[src/sv/sit_pkg.sv]
`timescale 1ns / 1ps
`default_nettype none

package sit_pkg;

  // coordinate width and the exact widths of the derived quantities
  localparam int COORD_WIDTH = 16;
  localparam int DIFF_WIDTH  = COORD_WIDTH + 1;
  localparam int PROD_WIDTH  = 2 * DIFF_WIDTH;
  localparam int CROSS_WIDTH = PROD_WIDTH + 1;

  typedef logic signed [COORD_WIDTH-1:0] coord_t;
  typedef logic signed [DIFF_WIDTH-1:0]  diff_t;
  typedef logic signed [PROD_WIDTH-1:0]  prod_t;
  typedef logic signed [CROSS_WIDTH-1:0] cross_t;

  typedef struct packed {
    coord_t a_start_x;
    coord_t a_start_y;
    coord_t a_end_x;
    coord_t a_end_y;
    coord_t b_start_x;
    coord_t b_start_y;
    coord_t b_end_x;
    coord_t b_end_y;
  } seg_pair_t;

  typedef enum logic [1:0] {
    REL_MISS      = 2'd0,
    REL_MEET      = 2'd1,
    REL_PARALLEL  = 2'd2,
    REL_COLLINEAR = 2'd3
  } rel_t;

  typedef struct packed {
    logic meets;
    rel_t relation;
  } result_t;

  // partial products of the three cross products, plus the span checks
  typedef struct packed {
    prod_t rx_sy;
    prod_t ry_sx;
    prod_t wx_sy;
    prod_t wy_sx;
    prod_t wx_ry;
    prod_t wy_rx;
    logic  x_overlap;
    logic  y_overlap;
  } prod_set_t;

endpackage

`default_nettype wire

[src/sv/sit_decide.sv]
`timescale 1ns / 1ps
`default_nettype none

module sit_decide (
  input  wire sit_pkg::prod_set_t prods,
  output sit_pkg::result_t        result
);

  // signed zero, so the ordering compares below stay signed
  localparam sit_pkg::cross_t CROSS_ZERO = '0;

  sit_pkg::cross_t d;
  sit_pkg::cross_t tn;
  sit_pkg::cross_t un;
  logic            d_pos;
  logic            t_in;
  logic            u_in;
  logic            hit;

  // cross products, sign extended one bit so the difference is exact
  assign d  = {prods.rx_sy[sit_pkg::PROD_WIDTH-1], prods.rx_sy}
            - {prods.ry_sx[sit_pkg::PROD_WIDTH-1], prods.ry_sx};
  assign tn = {prods.wx_sy[sit_pkg::PROD_WIDTH-1], prods.wx_sy}
            - {prods.wy_sx[sit_pkg::PROD_WIDTH-1], prods.wy_sx};
  assign un = {prods.wx_ry[sit_pkg::PROD_WIDTH-1], prods.wx_ry}
            - {prods.wy_rx[sit_pkg::PROD_WIDTH-1], prods.wy_rx};

  assign d_pos = (d > CROSS_ZERO);

  // parameter in [0,1] without dividing: compare numerator against d
  assign t_in = d_pos ? ((tn >= CROSS_ZERO) && (tn <= d))
                      : ((tn <= CROSS_ZERO) && (tn >= d));
  assign u_in = d_pos ? ((un >= CROSS_ZERO) && (un <= d))
                      : ((un <= CROSS_ZERO) && (un >= d));
  assign hit  = t_in && u_in;

  always_comb begin
    priority if (d != '0) begin
      result.meets    = hit;
      result.relation = hit ? sit_pkg::REL_MEET : sit_pkg::REL_MISS;
    end else if ((tn == '0) && (un == '0)) begin
      result.meets    = prods.x_overlap && prods.y_overlap;
      result.relation = sit_pkg::REL_COLLINEAR;
    end else begin
      result.meets    = 1'b0;
      result.relation = sit_pkg::REL_PARALLEL;
    end
  end

endmodule

`default_nettype wire

[config.mk]
export PLATFORM = sky130hd
export DESIGN_NAME = sit_decide
export DESIGN_NICKNAME = d
export VERILOG_FILES = /design/src/sv/sit_pkg.sv /design/src/sv/sit_decide.sv
export SDC_FILE = /design/constraint.sdc
export NUM_CORES = 1
export LEC_CHECK = 0
export ABC_AREA = 1
export BUFFER_PORTS_ARGS = -buffer_cell sky130_fd_sc_hd__buf_2
export CAP_MARGIN = 20
export CORE_MARGIN = 3
export CORE_UTILIZATION = 32
export DETAILED_ROUTE_END_ITERATION = 10
export MAX_ROUTING_LAYER = met4
export PLACE_DENSITY = 0.57
export REMOVE_ABC_BUFFERS = 1
export SLEW_MARGIN = 25
export SYNTH_ARGS = -nofsm -noshare
export SYNTH_HDL_FRONTEND = slang
export SYNTH_SLANG_ARGS = --single-unit
[constraint.sdc]
create_clock -name vclk -period 4.8
set_input_delay 0.24 -clock vclk [all_inputs]
set_output_delay 0.24 -clock vclk [all_outputs]
set_load 0.03 [all_outputs]
==> results of run 1 <==
-- critical path, delay by kind of cell --
kind / cells / cell delay, ps
AND/OR/NAND/NOR: 18 / 1530
buffers and inverters: 5 / 530
XOR/XNOR: 1 / 180
adder cells (fa/ha/maj): 3 / 960
AO/OA/AOI/OAI: 5 / 640
-- timing repair --
item	in CTS	in global routing
resized for setup	0	11
setup endpoints to repair	0	2
hold buffers	0	0
-- placed cells by master, fill, tap and decap left out, types with 5 or more instances in the layout --
cell,instances
nor3_1,31
nor4_1,6
inv_2,9
nand3_2,6
a21o_1,12
o21bai_1,15
xnor2_1,23
o21ai_0,46
inv_1,364
nand2_1,546
nand3_1,88
ha_1,168
a31oi_1,9
buf_2,209
o21ai_1,5
nor2_1,214
a21oi_1,110
xor2_1,41
nand4_1,43
buf_4,7
and3_1,6
-- cells in the mapped netlist (2+ instances only) --
master      n
fa_1        3
inv_2       9
o21bai_1   16
o21ai_1     4
or2_2       4
nor4_1      6
a31oi_1     9
nor2_2      3
a21boi_1    2
o21a_1      3
nand3_2     4
nand2_1   547
nand3b_1    3
o21ai_2     2
inv_1     364
a21oi_2     2
o221ai_1    2
nand2_2     3
xnor2_1    24
nor2_1    215
a21boi_0    3
a21oi_1   111
nand3_1    90
xor2_1     44
a211oi_1    4
nand4_1    43
and3_1      6
nor3_1     31
a21o_1     12
ha_1      168
o21ai_0    47
-- routing by layer --
layer	GRT usage	part of all wire	vias to the layer above
met4	0.03469	0.020	0
met3	0.001712	0.050	28
met5	-	0	-
li1	-	-	6134
met1	0.2896	0.49	4956
met2	0.3479	0.44	321
-- final cells by class --
type | instances | area share
tap | 384 | 0.04347
inverter | 374 | 0.1270
multi-input combinational | 1421 | 0.7301
timing repair buffer | 216 | 0.09940
-- final timing paths --
path	start	to	slack (ps)	cells after the start
min	prods[0]	result[2]	860	4
max	prods[172]	result[0]	460	32
-- cells by family (layout without fill, tap and decap cells) --
kind of cell,after synthesis,in the layout,share of synthesized area
compound gates,220,220,0.1323
fa+ha+maj,171,171,0.2295
buf+inv,374,590,0.1490
simple gates,960,960,0.4225
xor+xnor,70,70,0.06668
-- report_power, final --
part | leakage, nW | internal, mW | switching, mW | total [mW]
clock | 0 | 0 | 0 | 0
sequential | 0 | 0 | 0 | 0
combinational | 6.73 | 0.692 | 1.21 | 1.91
total | 6.73 | 0.692 | 1.21 | 1.91
-- per-stage QoR --
step	hold WS, ps	setup slack (ps)	area [um^2]	util	total power [mW]
6_report	862.4	456.1	11050	0.3830	1.907
5_1_grt	876.4	31.57	11050	0.3830	2.166
3_3_place_gp	857.4	370.4	11000	0.3812	1.876
4_1_cts	863.8	301.5	11000	0.3812	1.896
3_5_place_dp	863.6	312.2	11000	0.3812	1.885
2_1_floorplan	724.0	1122	9420	-	1.308
==> impl_metrics.xml, run 1 <==
<?xml version="1.0" encoding="UTF-8"?>
<metrics>
  <group name="sta">
    <metric name="max_freq" unit="MHz">230.2</metric>
    <metric name="maxSlewViolCount" unit="">0</metric>
    <metric name="report.final.hold_viol_count" unit="">0</metric>
    <metric name="finalSetupViolCount" unit="">0</metric>
    <metric name="setup_repair_after_global_routing_missed_its_margin" unit="">no</metric>
    <metric name="final.period_utilization" unit="">0.9050</metric>
    <metric name="finalCriticalPeriod" unit="ps">4344</metric>
    <metric name="tightestPinTransition" unit="ps">733.2</metric>
    <metric name="maxSlewHeadroom" unit="">0.5077</metric>
    <metric name="totalNegativeSetupSlack" unit="ps">0</metric>
  </group>
  <group name="grt">
    <metric name="gr-total-overflow" unit="">0</metric>
    <metric name="global_router_s_overall_resource_usage" unit="">0.2088</metric>
    <metric name="grt_antenna_before_repair" unit="">0</metric>
    <metric name="grt_max_degree" unit="">8</metric>
    <metric name="grt_first_pass_wirelength" unit="mm">52.63</metric>
    <metric name="vias_in_the_first_global_route" unit="">10650</metric>
  </group>
  <group name="setup_path">
    <metric name="max_stage_delay_cell_worst_path" unit="">fa_1</metric>
    <metric name="data_arrival_at_the_endpoint_of_the_critical_path" unit="ps">4100</metric>
    <metric name="critical_path_peak_fanout" unit="">5</metric>
    <metric name="worst_ep_required_time" unit="ps">4560</metric>
    <metric name="worstSetupEndpointType" unit="">primary output</metric>
    <metric name="worstSetupStartpointType" unit="">primary input</metric>
    <metric name="crit_path_max_incr_delay" unit="ps">420</metric>
    <metric name="library_cell_appearing_most_often_on_the_critical_path" unit="">nand2_1</metric>
    <metric name="criticalPathCategory" unit="">in -&gt; out</metric>
  </group>
  <group name="floorplan">
    <metric name="floorplan.initialDensity" unit="">0.3264</metric>
    <metric name="dieHeight" unit="um">177.6</metric>
    <metric name="rows" unit="">62</metric>
    <metric name="core-area" unit="um^2">28860</metric>
    <metric name="design.die.area" unit="um^2">31530</metric>
    <metric name="io_pins" unit="">209</metric>
    <metric name="die_width" unit="um">177.6</metric>
  </group>
  <group name="yosys">
    <metric name="synth.yosys.warnings" unit="">0</metric>
    <metric name="synth_area_per_cell" unit="um^2">5.248</metric>
    <metric name="synth_top_area_cell" unit="">ha_1</metric>
    <metric name="post_syn_instances" unit="">1795</metric>
    <metric name="synth_cell_type_count" unit="">42</metric>
    <metric name="yosysSeqAreaShare" unit="">0</metric>
    <metric name="synthesis.area" unit="um^2">9420</metric>
    <metric name="largest_cells_by_area_after_synthesis" unit="">ha_1, nand2_1, inv_1, nor2_1, a21oi_1</metric>
    <metric name="synth.top_cell.area_share" unit="">0.2231</metric>
  </group>
  <group name="detailed_routing">
    <metric name="first_pass_iters" unit="">5</metric>
    <metric name="detail_route.iter0.violations" unit="">620</metric>
    <metric name="route.final.wire_length" unit="mm">33.58</metric>
    <metric name="ant_nets" unit="">0</metric>
    <metric name="wl_per_cell" unit="um">14.02</metric>
    <metric name="route.detailed.vias_per_inst" unit="">4.776</metric>
    <metric name="route.vias.total" unit="">11440</metric>
    <metric name="drc" unit="">0</metric>
  </group>
  <group name="placed_design">
    <metric name="place.port_buffers" unit="">209</metric>
    <metric name="place.gp.congestion" unit="">0.9584</metric>
    <metric name="place.detailed.hpwl" unit="mm">30.81</metric>
    <metric name="placed_cells_incl_taps" unit="">2395</metric>
  </group>
  <group name="flow_run">
    <metric name="maxCapViolations" unit="">0</metric>
  </group>
  <group name="power">
    <metric name="power_density" unit="nW/um^2">172.5</metric>
    <metric name="total_leakage_power" unit="nW">6.731</metric>
    <metric name="peakVddDrop" unit="mV">0.04818</metric>
  </group>
  <group name="final_layout">
    <metric name="total_area_of_multi_input_combinational_cells" unit="um^2">8069</metric>
    <metric name="nets" unit="">2390</metric>
    <metric name="n_antenna_cell" unit="">0</metric>
    <metric name="final.clkbuf_count" unit="">0</metric>
    <metric name="finish.cell_count_without_fillers" unit="">2395</metric>
    <metric name="layout-area-overhead-vs-synth" unit="%">17.32</metric>
    <metric name="fillers" unit="">3385</metric>
    <metric name="ff_latch_area" unit="um^2">0</metric>
    <metric name="drive_gt1_frac" unit="">0.1283</metric>
    <metric name="layout.sequential_cells" unit="">0</metric>
  </group>
  <group name="clock_network">
    <metric name="cts_setup_buffers" unit="">0</metric>
  </group>
  <group name="status">
    <metric name="outcome" unit="">finished, final reports clean</metric>
  </group>
  <group name="hold_path">
    <metric name="worst_min_delay_path_class" unit="">in -&gt; out</metric>
  </group>
</metrics>
No activity file was read; power rests on OpenSTA's default activity.
==> run 2, diff against run 1 <==
Clock period 4.8 ns to 5.1 ns, I/O delays scaled along.
==> run 2 against run 1 <==
  * Die area stayed put
  * Worst setup slack better by 110 ps
  * Largest cell class unchanged
  * Global-route usage is 0.33 points higher
==> impl_metrics.xml, run 2 (synthesis results as in run 1) <==
<?xml version="1.0" encoding="UTF-8"?>
<metrics>
  <group name="final_layout">
    <metric name="drive_gt1_frac" unit="">0.1225</metric>
    <metric name="n_antenna_cell" unit="">0</metric>
    <metric name="layout.sequential_cells" unit="">0</metric>
    <metric name="final.clkbuf_count" unit="">0</metric>
    <metric name="nets" unit="">2387</metric>
    <metric name="most-common-layout-cells" unit="">nand2_1, inv_1, nor2_1, buf_2, ha_1</metric>
    <metric name="layout.cells.most_common" unit="">nand2_1</metric>
    <metric name="ff_latch_area" unit="um^2">0</metric>
    <metric name="layout-area-overhead-vs-synth" unit="%">16.56</metric>
    <metric name="finalInstanceArea" unit="um^2">10980</metric>
  </group>
  <group name="detailed_routing">
    <metric name="route.vias.total" unit="">11520</metric>
    <metric name="route.detailed.vias_per_inst" unit="">4.814</metric>
    <metric name="drc" unit="">0</metric>
    <metric name="route.final.wire_length" unit="mm">33.83</metric>
    <metric name="detail_route.iter0.violations" unit="">613</metric>
    <metric name="wl_per_cell" unit="um">14.14</metric>
    <metric name="first_pass_iters" unit="">5</metric>
    <metric name="ant_nets" unit="">0</metric>
  </group>
  <group name="grt">
    <metric name="grt_first_pass_wirelength" unit="mm">53.33</metric>
    <metric name="grt_max_degree" unit="">8</metric>
    <metric name="grt_antenna_before_repair" unit="">0</metric>
    <metric name="vias_in_the_first_global_route" unit="">10840</metric>
    <metric name="gr-total-overflow" unit="">0</metric>
    <metric name="global_router_s_overall_resource_usage" unit="">0.2122</metric>
  </group>
  <group name="sta">
    <metric name="setup_repair_after_global_routing_missed_its_margin" unit="">no</metric>
    <metric name="final.period_utilization" unit="">0.8896</metric>
    <metric name="report.final.hold_viol_count" unit="">0</metric>
    <metric name="maxSlewViolCount" unit="">0</metric>
    <metric name="finalSetupViolCount" unit="">0</metric>
    <metric name="finalCriticalPeriod" unit="ps">4537</metric>
    <metric name="totalNegativeSetupSlack" unit="ps">0</metric>
    <metric name="max_freq" unit="MHz">220.4</metric>
    <metric name="maxSlewHeadroom" unit="">0.4911</metric>
    <metric name="tightestPinTransition" unit="ps">758.0</metric>
  </group>
  <group name="setup_path">
    <metric name="worstSetupStartpointType" unit="">primary input</metric>
    <metric name="critical_path_buf_inv_count" unit="">5</metric>
    <metric name="worst_ep_required_time" unit="ps">4850</metric>
    <metric name="crit_path_max_incr_delay" unit="ps">350</metric>
    <metric name="data_arrival_at_the_endpoint_of_the_critical_path" unit="ps">4280</metric>
    <metric name="max_stage_delay_cell_worst_path" unit="">ha_1</metric>
    <metric name="criticalPathCategory" unit="">in -&gt; out</metric>
    <metric name="library_cell_appearing_most_often_on_the_critical_path" unit="">nand2_1</metric>
    <metric name="critical_path_peak_fanout" unit="">4</metric>
    <metric name="worstSetupEndpointType" unit="">primary output</metric>
    <metric name="critPathTopFamily" unit="">simple AND/OR/NAND/NOR gates</metric>
  </group>
  <group name="floorplan">
    <metric name="io_pins" unit="">209</metric>
    <metric name="dieHeight" unit="um">177.6</metric>
    <metric name="rows" unit="">62</metric>
    <metric name="core-area" unit="um^2">28860</metric>
    <metric name="floorplan.initialDensity" unit="">0.3264</metric>
    <metric name="die_width" unit="um">177.6</metric>
    <metric name="design.die.area" unit="um^2">31530</metric>
  </group>
  <group name="placed_design">
    <metric name="place.gp.congestion" unit="">0.9681</metric>
    <metric name="place.port_buffers" unit="">209</metric>
    <metric name="placed_area" unit="um^2">10980</metric>
    <metric name="place.detailed.hpwl" unit="mm">30.87</metric>
  </group>
  <group name="clock_network">
    <metric name="hold_bufs_at_cts" unit="">0</metric>
  </group>
  <group name="power">
    <metric name="total_leakage_power" unit="nW">6.703</metric>
    <metric name="power_density" unit="nW/um^2">162.7</metric>
    <metric name="peakVddDrop" unit="mV">0.04502</metric>
  </group>
  <group name="hold_path">
    <metric name="worst_min_delay_path_class" unit="">in -&gt; out</metric>
  </group>
  <group name="flow_run">
    <metric name="maxCapViolations" unit="">0</metric>
  </group>
  <group name="status">
    <metric name="outcome" unit="">finished, final reports clean</metric>
  </group>
</metrics>
[run 2: final cells by class]
cell class                      count  area, um^2
Tap cell                          384       480.5
Multi-Input combinational cell   1421        8020
Fill cell                        3406       17880
Inverter                          374        1404
Timing Repair Buffer              213        1076
[run 2: per-stage QoR]
step / setup slack (ps) / utilization / power [mW] / std cells / hold WS, ps
finish: 562.8 / 0.3805 / 1.787 / 2392 / 888.8
global placement: 618.0 / 0.3804 / 1.767 / 2392 / 890.2
detailed placement: 572.3 / 0.3804 / 1.770 / 2392 / 890.4
CTS: 549.4 / 0.3804 / 1.782 / 2392 / 890.7
global route: 22.15 / 0.3805 / 2.029 / 2392 / 904.6
floorplan: 1392 / - / 1.231 / 1795 / 754.0
[run 2: metal layers]
metal | routed length [um] | track usage | up-vias
met5 | 0 | - | -
met1 | 16630 | 0.2936 | 5018
met4 | 972 | 0.05105 | 0
met2 | 14610 | 0.3447 | 311
met3 | 1614 | 0.004065 | 56
li1 | - | - | 6130
[run 2: final timing paths]
check	start	endpoint	slack, ps	depth (start not counted)
hold / removal	prods[0]	result[2]	890	4
setup / recovery	prods[142]	result[2]	560	33
[run 2: where the power goes]
part           internal, mW  switching [mW]
registers                 0               0
clock network             0               0
logic                 0.640            1.15
total                 0.640            1.15
[run 2: repair_timing]
| action | in CTS | in global routing |
|---|---|---|
| gates resized for setup | 0 | 1 |
| endpoints found under the setup margin | 0 | 2 |
| buffers inserted | 0 | 0 |
